<file path="src/sv/prfl_pkg.sv">
// shared types, codes and defaults for the port reservation free list
package prfl_pkg;

   localparam int MAX_PORTS_DEF = 16;
   localparam int FUNC_W = 2;
   localparam int ID_W = 4;
   localparam int RES_W = 4;
   localparam int ST_W = 2;

   typedef enum logic [FUNC_W-1:0] {
      FUNC_REGISTER = 2'd0,
      FUNC_RESERVE  = 2'd1,
      FUNC_RELEASE  = 2'd2,
      FUNC_TAKE     = 2'd3
   } func_type;

   typedef enum logic [ST_W-1:0] {
      ST_OK    = 2'd0,
      ST_NONE  = 2'd1,
      ST_UNREG = 2'd2,
      ST_FULL  = 2'd3
   } status_type;

   typedef enum logic [3:0] {
      S_IDLE,
      S_EXEC,
      S_TAKE_WAIT,
      S_RSV_CHK,
      S_SRCH_RD,
      S_SRCH_CMP,
      S_SHIFT_RD,
      S_SHIFT_WR,
      S_DONE
   } state_type;

   // controller to datapath
   typedef struct packed {
      logic load;
      logic do_register;
      logic set_full;
      logic set_unreg;
      logic do_release;
      logic set_none;
      logic rd_head;
      logic take_target;
      logic id_target;
      logic mark;
      logic ptr_init;
      logic rd_ptr;
      logic ptr_dec;
      logic rd_next;
      logic shift_wr;
      logic count_dec;
   } cmd_type;

   // datapath to controller
   typedef struct packed {
      func_type func;
      logic     unreg;
      logic     full;
      logic     empty;
      logic     flag_id;
      logic     flag_target;
      logic     match;
      logic     ptr_zero;
      logic     shift_end;
   } stat_type;

endpackage

</file>
<file path="src/sv/port_reservation_free_list_top.sv">
// one word at a time: register, release, errors and an empty take go from accept through the
// execute state straight to the result word; a reserve of a reserved port or to an empty list
// adds the reserve check, and any other reserve adds a search from the head down and a move of
// each entry above the match; a take reads the head and pops it through the same walk
// the next word is accepted the cycle after the result is taken
// reset: counters and reserve flags clear at once; list memory contents stay undefined
module port_reservation_free_list_top #(
   parameter int MaxPorts = prfl_pkg::MAX_PORTS_DEF
) (
   input  logic       clock,
   input  logic       reset,
   input  logic       req_tvalid,
   output logic       req_tready,
   input  logic [7:0] req_tdata,   // func[1:0], port_id[5:2], zero[7:6]
   output logic       rsp_tvalid,
   input  logic       rsp_tready,
   output logic [7:0] rsp_tdata    // result_index[3:0], status[5:4], zero[7:6]
);

   prfl_pkg::cmd_type               cmd;
   prfl_pkg::stat_type              stat;
   logic [prfl_pkg::RES_W-1:0]      result_index;
   prfl_pkg::status_type            status;

   prfl_ctrl u_ctrl (
      .clock      (clock),
      .reset      (reset),
      .req_tvalid (req_tvalid),
      .req_tready (req_tready),
      .rsp_tvalid (rsp_tvalid),
      .rsp_tready (rsp_tready),
      .stat       (stat),
      .cmd        (cmd)
   );

   prfl_dp #(
      .MaxPorts (MaxPorts)
   ) u_dp (
      .clock        (clock),
      .reset        (reset),
      .func         (prfl_pkg::func_type'(req_tdata[1:0])),
      .port_id      (req_tdata[5:2]),
      .cmd          (cmd),
      .stat         (stat),
      .result_index (result_index),
      .status       (status)
   );

   assign rsp_tdata = {2'b00, status, result_index};

endmodule

</file>
<file path="src/sv/prfl_dp.sv">
// datapath: free list memory, reserve flags, counters and result registers
module prfl_dp #(
   parameter int MaxPorts = prfl_pkg::MAX_PORTS_DEF
) (
   input  logic                           clock,
   input  logic                           reset,
   input  prfl_pkg::func_type             func,
   input  logic [prfl_pkg::ID_W-1:0]      port_id,
   input  prfl_pkg::cmd_type              cmd,
   output prfl_pkg::stat_type             stat,
   output logic [prfl_pkg::RES_W-1:0]     result_index,
   output prfl_pkg::status_type           status
);

   localparam int IdxW = $clog2(MaxPorts);
   localparam int CntW = $clog2(MaxPorts + 1);
   localparam int CmpW = (CntW > prfl_pkg::ID_W) ? CntW : prfl_pkg::ID_W;
   localparam int ExtW = (IdxW > prfl_pkg::RES_W) ? IdxW : prfl_pkg::RES_W;

   logic [IdxW-1:0] mem [MaxPorts];

   prfl_pkg::func_type          func_ff, func_in;
   logic [prfl_pkg::ID_W-1:0]   id_ff, id_in;
   logic [IdxW-1:0]             target_ff, target_in;
   logic [IdxW-1:0]             ptr_ff, ptr_in;
   logic [IdxW-1:0]             rd_data_ff;
   logic [CntW-1:0]             free_count_ff, free_count_in;
   logic [CntW-1:0]             reg_count_ff, reg_count_in;
   logic [MaxPorts-1:0]         flags_ff, flags_in;
   logic [prfl_pkg::RES_W-1:0]  result_ff, result_in;
   prfl_pkg::status_type        status_ff, status_in;

   logic [CmpW-1:0] id_ext, reg_ext;
   logic [IdxW-1:0] id_idx, reg_idx, head_addr, push_val, waddr, wdata, raddr;
   logic [ExtW-1:0] reg_wide, rd_wide;
   logic            push, can_push, we, re;

   assign id_ext    = CmpW'(id_ff);
   assign reg_ext   = CmpW'(reg_count_ff);
   assign id_idx    = id_ext[IdxW-1:0];
   assign reg_idx   = reg_count_ff[IdxW-1:0];
   assign head_addr = IdxW'(free_count_ff - CntW'(1));
   assign reg_wide  = ExtW'(reg_idx);
   assign rd_wide   = ExtW'(rd_data_ff);

   always_comb begin
      stat.func        = func_ff;
      stat.unreg       = (id_ext >= reg_ext);
      stat.full        = (reg_count_ff == CntW'(MaxPorts));
      stat.empty       = (free_count_ff == '0);
      stat.flag_id     = flags_ff[id_idx];
      stat.flag_target = flags_ff[target_ff];
      stat.match       = (rd_data_ff == target_ff);
      stat.ptr_zero    = (ptr_ff == '0);
      stat.shift_end   = ((CntW'(ptr_ff) + CntW'(1)) >= free_count_ff);
   end

   // head push for register and release, entry move for the compaction walk
   assign push     = cmd.do_register | cmd.do_release;
   assign push_val = cmd.do_register ? reg_idx : id_idx;
   assign can_push = (free_count_ff < CntW'(MaxPorts));
   assign we       = (push & can_push) | cmd.shift_wr;
   assign waddr    = cmd.shift_wr ? ptr_ff : free_count_ff[IdxW-1:0];
   assign wdata    = cmd.shift_wr ? rd_data_ff : push_val;
   assign re       = cmd.rd_head | cmd.rd_ptr | cmd.rd_next;

   always_comb begin
      priority if (cmd.rd_head) begin
         raddr = head_addr;
      end else if (cmd.rd_next) begin
         raddr = ptr_ff + IdxW'(1);
      end else begin
         raddr = ptr_ff;
      end
   end

   always_ff @(posedge clock) begin
      if (we) begin
         mem[waddr] <= wdata;
      end
      if (re) begin
         rd_data_ff <= mem[raddr];
      end
   end

   always_comb begin
      func_in       = cmd.load ? func : func_ff;
      id_in         = cmd.load ? port_id : id_ff;
      free_count_in = free_count_ff;
      if (push && can_push) begin
         free_count_in = free_count_ff + CntW'(1);
      end else if (cmd.count_dec) begin
         free_count_in = free_count_ff - CntW'(1);
      end
      reg_count_in = cmd.do_register ? reg_count_ff + CntW'(1) : reg_count_ff;

      flags_in = flags_ff;
      if (cmd.do_register) begin
         flags_in[reg_idx] = 1'b0;
      end
      if (cmd.do_release) begin
         flags_in[id_idx] = 1'b0;
      end
      if (cmd.mark) begin
         flags_in[target_ff] = 1'b1;
      end

      target_in = target_ff;
      if (cmd.id_target) begin
         target_in = id_idx;
      end else if (cmd.take_target) begin
         target_in = rd_data_ff;
      end

      ptr_in = ptr_ff;
      if (cmd.ptr_init) begin
         ptr_in = head_addr;
      end else if (cmd.ptr_dec) begin
         ptr_in = ptr_ff - IdxW'(1);
      end else if (cmd.shift_wr) begin
         ptr_in = ptr_ff + IdxW'(1);
      end

      result_in = result_ff;
      if (cmd.load) begin
         result_in = '0;
      end else if (cmd.do_register) begin
         result_in = reg_wide[prfl_pkg::RES_W-1:0];
      end else if (cmd.take_target) begin
         result_in = rd_wide[prfl_pkg::RES_W-1:0];
      end

      status_in = status_ff;
      if (cmd.load) begin
         status_in = prfl_pkg::ST_OK;
      end else if (cmd.set_full) begin
         status_in = prfl_pkg::ST_FULL;
      end else if (cmd.set_unreg) begin
         status_in = prfl_pkg::ST_UNREG;
      end else if (cmd.set_none) begin
         status_in = prfl_pkg::ST_NONE;
      end
   end

   always_ff @(posedge clock) begin
      if (reset) begin
         free_count_ff <= '0;
         reg_count_ff  <= '0;
         flags_ff      <= '0;
      end else begin
         free_count_ff <= free_count_in;
         reg_count_ff  <= reg_count_in;
         flags_ff      <= flags_in;
      end
   end

   always_ff @(posedge clock) begin
      func_ff   <= func_in;
      id_ff     <= id_in;
      target_ff <= target_in;
      ptr_ff    <= ptr_in;
      result_ff <= result_in;
      status_ff <= status_in;
   end

   assign result_index = result_ff;
   assign status       = status_ff;

endmodule

</file>
<file path="src/sv/prfl_ctrl.sv">
// controller: sequences one word at a time through decode, search and compaction
module prfl_ctrl (
   input  logic                clock,
   input  logic                reset,
   input  logic                req_tvalid,
   output logic                req_tready,
   output logic                rsp_tvalid,
   input  logic                rsp_tready,
   input  prfl_pkg::stat_type  stat,
   output prfl_pkg::cmd_type   cmd
);

   prfl_pkg::state_type state_ff, state_in;

   always_ff @(posedge clock) begin
      if (reset) begin
         state_ff <= prfl_pkg::S_IDLE;
      end else begin
         state_ff <= state_in;
      end
   end

   always_comb begin
      state_in = state_ff;
      unique case (state_ff)
         prfl_pkg::S_IDLE: begin
            if (req_tvalid) state_in = prfl_pkg::S_EXEC;
         end
         prfl_pkg::S_EXEC: begin
            unique case (stat.func)
               prfl_pkg::FUNC_REGISTER: state_in = prfl_pkg::S_DONE;
               prfl_pkg::FUNC_RELEASE:  state_in = prfl_pkg::S_DONE;
               prfl_pkg::FUNC_RESERVE: begin
                  state_in = stat.unreg ? prfl_pkg::S_DONE : prfl_pkg::S_RSV_CHK;
               end
               prfl_pkg::FUNC_TAKE: begin
                  state_in = stat.empty ? prfl_pkg::S_DONE : prfl_pkg::S_TAKE_WAIT;
               end
            endcase
         end
         prfl_pkg::S_TAKE_WAIT: state_in = prfl_pkg::S_RSV_CHK;
         prfl_pkg::S_RSV_CHK: begin
            if (stat.flag_target || stat.empty) begin
               state_in = prfl_pkg::S_DONE;
            end else begin
               state_in = prfl_pkg::S_SRCH_RD;
            end
         end
         prfl_pkg::S_SRCH_RD: state_in = prfl_pkg::S_SRCH_CMP;
         prfl_pkg::S_SRCH_CMP: begin
            priority if (stat.match) begin
               state_in = prfl_pkg::S_SHIFT_RD;
            end else if (stat.ptr_zero) begin
               state_in = prfl_pkg::S_DONE;
            end else begin
               state_in = prfl_pkg::S_SRCH_RD;
            end
         end
         prfl_pkg::S_SHIFT_RD: begin
            state_in = stat.shift_end ? prfl_pkg::S_DONE : prfl_pkg::S_SHIFT_WR;
         end
         prfl_pkg::S_SHIFT_WR: state_in = prfl_pkg::S_SHIFT_RD;
         prfl_pkg::S_DONE: begin
            if (rsp_tready) state_in = prfl_pkg::S_IDLE;
         end
         default: state_in = prfl_pkg::S_IDLE;
      endcase
   end

   always_comb begin
      cmd        = '0;
      req_tready = 1'b0;
      rsp_tvalid = 1'b0;
      unique case (state_ff)
         prfl_pkg::S_IDLE: begin
            req_tready = 1'b1;
            cmd.load   = req_tvalid;
         end
         prfl_pkg::S_EXEC: begin
            unique case (stat.func)
               prfl_pkg::FUNC_REGISTER: begin
                  cmd.set_full    = stat.full;
                  cmd.do_register = !stat.full;
               end
               prfl_pkg::FUNC_RESERVE: begin
                  cmd.set_unreg = stat.unreg;
                  cmd.id_target = !stat.unreg;
               end
               prfl_pkg::FUNC_RELEASE: begin
                  cmd.set_unreg  = stat.unreg;
                  cmd.do_release = !stat.unreg && stat.flag_id;
               end
               prfl_pkg::FUNC_TAKE: begin
                  cmd.set_none = stat.empty;
                  cmd.rd_head  = !stat.empty;
               end
            endcase
         end
         prfl_pkg::S_TAKE_WAIT: cmd.take_target = 1'b1;
         prfl_pkg::S_RSV_CHK: begin
            cmd.mark     = !stat.flag_target;
            cmd.ptr_init = !stat.flag_target;
         end
         prfl_pkg::S_SRCH_RD: cmd.rd_ptr = 1'b1;
         prfl_pkg::S_SRCH_CMP: begin
            cmd.ptr_dec = !stat.match && !stat.ptr_zero;
         end
         prfl_pkg::S_SHIFT_RD: begin
            cmd.count_dec = stat.shift_end;
            cmd.rd_next   = !stat.shift_end;
         end
         prfl_pkg::S_SHIFT_WR: cmd.shift_wr = 1'b1;
         prfl_pkg::S_DONE: rsp_tvalid = 1'b1;
         default: ;
      endcase
   end

endmodule

</file>
<file path="config.mk">
export PLATFORM = sky130hd
export DESIGN_NAME = port_reservation_free_list_top
export DESIGN_NICKNAME = d
export VERILOG_FILES = /design/src/sv/prfl_pkg.sv /design/src/sv/port_reservation_free_list_top.sv /design/src/sv/prfl_dp.sv /design/src/sv/prfl_ctrl.sv
export SDC_FILE = /design/constraint.sdc
export NUM_CORES = 1
export LEC_CHECK = 0
export ABC_CLOCK_PERIOD_IN_PS = 4500
export BUFFER_PORTS_ARGS = -buffer_cell sky130_fd_sc_hd__buf_2
export CORE_ASPECT_RATIO = 2
export CORE_MARGIN = 2
export CORE_UTILIZATION = 40
export CTS_BUF_LIST = sky130_fd_sc_hd__clkbuf_4 sky130_fd_sc_hd__clkbuf_8
export DETAILED_ROUTE_END_ITERATION = 10
export GPL_TIMING_DRIVEN = 1
export PLACE_DENSITY = 0.66
export REMOVE_ABC_BUFFERS = 1
export SLEW_MARGIN = 0
export SYNTH_ARGS = -nofsm -noshare
export SYNTH_HDL_FRONTEND = slang
export SYNTH_SLANG_ARGS = --single-unit
</file>
<file path="constraint.sdc">
create_clock -name clock -period 4.5 [get_ports clock]
set_input_delay 0.225 -clock clock [delete_from_list [all_inputs] [get_ports clock]]
set_output_delay 0.225 -clock clock [all_outputs]
set_load 0.01 [all_outputs]
</file>
-- Word-level counts from Yosys, hierarchy flattened
Memories as Yosys holds them, arrays and structs flattened. A register that Yosys moved wholly into a read port is not among the register bits.
Index checks and enable logic that the tools add are counted.
- add/subtract/negate cells: 6
- order comparisons: 9
- equal/unequal tests: 15
- mux-type cells: 58
- bitwise gates (word level): 10
- reductions and logical operators: 26
- operator list (operator ; count):
    two-way mux 4 bit ; 19
    two-way mux 16 bit ; 3
    one-hot mux 4 bit (9 select lines) ; 1
    AND 16 bit ; 2
    inverter 16 bit ; 2
    two-way mux 1 bit ; 20
    == test 4 x 3 -> 1 bit, second input constant ; 4
    bitwise OR 16 bit ; 1
    < comparator 4 x 5 -> 1 bit, second input constant ; 3
    demux 1 bit (select 4 bit) ; 3
    greater-or-equal comparator 4 x 1 -> 1 bit, second input constant ; 3
    two-way mux 2 bit ; 6
    one-hot mux 4 bit (3 select lines) ; 1
    adder 5 x 1 -> 5 bit, second input constant ; 2
    two-way mux 5 bit ; 2
    binary-select mux 1 bit (select 4 bit) ; 2
    == test 4 x 2 -> 1 bit, second input constant ; 2
    zero test 4 bit ; 2
    zero test 1 bit ; 7
    logical AND 1 bit ; 6
    two-way mux 6 bit ; 1
    nonzero test 2 bit ; 3
    nonzero test 3 bit ; 2
    adder 4 x 1 -> 5 bit, second input constant ; 1
    other kinds (20) ; 26
- bits in registers: 50
- bits in writable memories: 64
- input port bits: 12
- word-level logic and storage cells: 135
- memories: 1
- memory list (name ; depth ; width ; rd ports ; clocked after memory_dff ; write ports ; line ; text):
    u_dp.mem ; 16 ; 4 ; 1 ; 1 ; 1 ; prfl_dp.sv:20 ; logic [IdxW-1:0] mem [MaxPorts];

-- Depth between registers and ports, before layout
- depth after elaboration: 11
- depth in mapped cells: 16

-- By module
From an unflattened synthesis, not the netlist that was laid out.
- cell total of the unflattened synthesis: 602
- area total of the unflattened synthesis: 6781.5 um2
- by module, submodules not included (module ; times used ; cells an instance ; area an instance (um2) ; sequential area each (um2)):
    prfl_dp ; 1 ; 530 ; 6239.7 ; 3103.0
    prfl_ctrl ; 1 ; 69 ; 523.0 ; 80.1
    port_reservation_free_list_top ; 1 ; 3 ; 18.8 ; 0.0

-- Worst setup path before layout
OpenSTA, ideal clock, no wires.
- path type: register to register
- from: reg u_dp.ptr_ff[0]
- to: reg u_dp.rd_data_ff[2] (read register of u_dp.mem), data pin
- setup time: 0.271 ns
- data arrival time: 3.440 ns
- path slack: 0.789 ns
- cell stages (with the launch flop): 17
- path through: edfxtp_1 > clkbuf_1 > inv_1 > clkbuf_1 > clkbuf_1 > ha_1 > ha_1 > a21o_1 > a31oi_1 > a21o_1 > buf_4 > buf_4 > mux2i_1 > o211ai_1 > mux2i_1 > o32a_1 > o221ai_1
- longest elaborated chain between the ends: 6
- elaborated cells between the ends (all ways): 8
- those cells by class: 2 x add/sub; 1 x order compare; 3 x mux; 1 x bitwise; 1 x reduce/logical
- RTL lines (item ; line ; text):
    from (decl) ; prfl_dp.sv:25 ; logic [IdxW-1:0] ptr_ff, ptr_in;
    from (signal assigned) ; prfl_dp.sv:161 ; ptr_ff <= ptr_in;
    adder 4 x 1 -> 5 bit ; prfl_dp.sv:55 ; stat.shift_end = ((CntW'(ptr_ff) + CntW'(1)) >= free_count_ff);
    greater-or-equal comparator 5 bit ; prfl_dp.sv:55 ;
    zero test 1 bit ; prfl_ctrl.sv:110 ; cmd.rd_next = !stat.shift_end;
    two-way mux 1 bit ; prfl_ctrl.sv:74 ; unique case (state_ff)
    two-way mux 4 bit ; prfl_dp.sv:70 ; end else if (cmd.rd_next) begin
    two-way mux 4 bit ; prfl_dp.sv:68 ; priority if (cmd.rd_head) begin
    to (decl) ; prfl_dp.sv:26 ; logic [IdxW-1:0] rd_data_ff;
Parallel ways exist; a longest one is shown, timed or not.
A chain may end at the register's enable or synchronous reset.

-- Worst setup path after layout
Ends and elaborated chain as after synthesis.

==> run summary <==
Status = finished clean
Clk sinks = 118
Largest net degree at the start of global routing = 52
Timing startpoint of the critical path = u_dp.ptr_ff[0]
DP HPWL = 14.5 mm
RSZ-0062 raised after global routing = no
Yosys reg bits = 118
Leakage = 2.68 nW
Inserted Diodes = 0
First-pass GRT wire length = 31.6 mm
FF/Latch Area = 3180 sq um
Cell Chain, Critical Path = nand3_1 > xnor2_1 > ha_1 > or2_2 > a211oi_1 > a21o_1 > buf_4 > mux2i_1 > o211ai_1 > mux2i_1 > o32a_1 > o221ai_1
Worst slack, placed = 0.669 ns
Initial antenna violation count = 0
Slowest library cell on the worst path = edfxtp_1
Top_reg_cell synth = edfxtp_1
Power Density = 305 nW/um^2
Clock latency on the worst-skew pair = 0.45 ns
Critical path peak fanout = 35
Final WL = 20.2 mm
Seq/Total Area, Yosys = 44.1%
GRT Overall Usage = 21.2%
Post-route ant nets = 0
Startpoint class of the critical path = register
Horiz. Die Dim = 99.0 microns
# DRC = 0
Critical R2R Capture = u_dp.rd_data_ff[2]
# rows = 69
Die Span Y = 194 microns
Hold-critical path depth = 4
Top-area cell type share of the netlist area = 34.1%
Ratio of cells with drive above 1 in the final layout = 14.1%
Post-layout power = 0.00240 W
Netlist cell types = 68
Final setup margin = 0.660 ns
Max-cap violation count = 0
Clk_skew = 0.0146 ns
Area contributors post-synth = edfxtp_1 (34%), dfxtp_1 (10%), nand3_1 (5.5%)
Clk slew on worst S/H paths = 0.07 ns
Synth Warn # = 0
R2r worst-path depth = 12
FF-to-FF Start = u_dp.ptr_ff[0]
VDD IR-drop max = 0.181 mV
Drt pass-1 iters = 5
Slew headroom = 41.3%
Vias = 6062
Core outline area = 17700 sq um
Flop2flop setup slack = 0.66 ns
Vias/cell = 6.32
Worst min-delay path startpoint = req_tvalid
Tmin final = 3.84 ns
Root buf cell = clkbuf_8
Setup violations, final = 0
Maximum clock insertion buffer count = 2
Wire length per cell = 21.0 microns
Worst hold path endpoint = u_ctrl.state_ff[2]
EDFF count, synth = 82
DR iter-0 viols = 530
CP required = 4.69 ns
Synth Cell Area = 7220 sq um
CP Class = register to register
# IOs = 22
Crit. End Element = register
Avg Synthesized Cell Area = 9.87 sq um
Cts bufs inserted = 17
Least-Margin Pin Slew = 0.877 ns
Multi-input logic area = 3650 sq um
Crit share post-route = 85.3%
Commonest non-fill, non-tap cell in the layout = edfxtp_1
Initial Util = 40.8%
CTS HTree Levels = 4
Total grt overflow = 0
Routability Congestion = 0.895
Post-synth ARST share = 0%
Die area = 19200 sq um
Final Slew Violations = 0
Syn Inst Count = 731
Path type of the worst min-delay path = primary input to register
Total Nets Final = 766
Port Buffer Count = 17
Vias in the first global route = 5946
P&R area growth vs syn = 9.22%
Layout filler cell count = 1664
Area leader, netlist = edfxtp_1
Arrival time at the worst endpoint = 4.03 ns
CP peak stage delay = 0.53 ns
Fin. Hold Viols = 0
Fmax = 260 MHz
Crit-path most repeated cell = mux2i_1
TritonCTS clock tree = done
Commonest non-fill, non-tap cells in the layout = edfxtp_1 (82), nand3_1 (79), nand2_1 (47), nor2_1 (46), a31oi_1 (40)
==> worst max path at each step <==
stage	cells past startpoint	to	slack, ns
floorplan	10	u_dp.rd_data_ff[2]	-1.31
global placement	12	u_dp.rd_data_ff[2]	0.72
detailed placement	12	u_dp.rd_data_ff[2]	0.67
CTS	12	u_dp.rd_data_ff[2]	0.65
global route	12	u_dp.rd_data_ff[1]	0.47
finish	12	u_dp.rd_data_ff[2]	0.66
==> flip-flops by register name (all words and copies together) (netlist names), 4 cells and up <==
name,flops
u_ctrl.state_ff,4
u_dp.free_count_ff,5
u_dp.rd_data_ff,4
u_dp.reg_count_ff,5
u_dp.mem,64
u_dp.target_ff,4
u_dp.ptr_ff,4
u_dp.id_ff,4
u_dp.flags_ff,16
u_dp.result_index,4
==> cell usage after synthesis, types with 5 or more instances <==
master and instances:
or3_1 8, nor2_1 46, a31o_2 6, nand2_1 47
nand4_1 11, inv_1 25, nor2b_1 7, and3_1 6
nand2b_1 7, buf_1 5, clkbuf_1 36, nor3b_1 6
xor2_1 6, a21oi_1 34, a221o_1 8, mux4_2 6
nor3_1 16, o21ai_0 8, ha_1 21, a221oi_1 8
nor4_1 5, mux2i_1 22, a22oi_1 10, a21o_1 9
a31oi_1 40, o2bb2ai_1 9, xnor2_1 12, o211ai_1 20
buf_2 13, nand3_1 79, dfxtp_1 36, buf_4 5
edfxtp_1 82
==> stage by stage <==
stage / cells / hold WS (ns) / utilization [%] / cell area, sq um / TNS (ns)
final: 959 / 0.132 / 44.5 / 7880 / 0
after global routing: 959 / 0.155 / 44.5 / 7880 / 0
after CTS: 959 / 0.116 / 44.5 / 7880 / 0
after detailed placement: 921 / 0.403 / 42.1 / 7440 / 0
after global placement: 921 / 0.402 / 42.1 / 7440 / 0
after floorplan: 669 / 0.294 / - / 6920 / -5.22
==> critical path, delay by kind of cell (launching register included) <==
kind	cells	cell delay (ns)
muxes	2	0.52
buffers and inverters	1	0.40
and+or+nand+nor	2	0.47
xor gates and xnor gates	1	0.27
DFF	1	0.53
AOI/OAI and AO/OA	5	1.10
adders and majority gates	1	0.29
==> layout make-up <==
cell class / count / share of cell area [%]
inverter: 26 / 1.24
sequential: 118 / 40.4
timing repair buffer: 45 / 3.94
clock buffer: 19 / 3.16
tap: 213 / 3.38
clock inverter: 13 / 1.65
multi-input combinational: 525 / 46.3
==> where the power goes <==
group | switching [W] | internal (W) | total, W
sequential | 0.0000388 | 0.00120 | 0.00124
combinational | 0.000137 | 0.0000804 | 0.000218
clock | 0.000450 | 0.000500 | 0.000950
==> logic make-up (layout without fill, tap and decap cells) <==
logic type               after synthesis  in the layout  synth area share [%]
AO/OA/AOI/OAI                        199            199                  20.1
XOR/XNOR                              18             18                  2.18
adder cells (fa/ha/maj)               21             21                  3.64
buffers and inverters                 89            103                  5.53
flip-flops                           118            118                  44.1
multiplexers                          34             34                  6.48
other                                  1              2                0.0520
AND/OR/NAND/NOR                      251            251                  17.9
==> what timing repair did <==
item,4_1_cts,5_1_grt
resized for setup,0,0
setup buffers,0,0
endpoints found under the hold margin,6,0
hold buffers,6,0
==> routing by layer <==
metal,wire (microns),part of all wire (%),vias to the layer above,global-route usage (%)
li1,-,-,2814,-
met5,0,0,-,0
met4,1270,6.3,0,13.7
met2,11100,55,228,39.8
met3,819,4.1,72,3.21
met1,6950,34,2948,20.9
(Power assumes the default switching activity.)
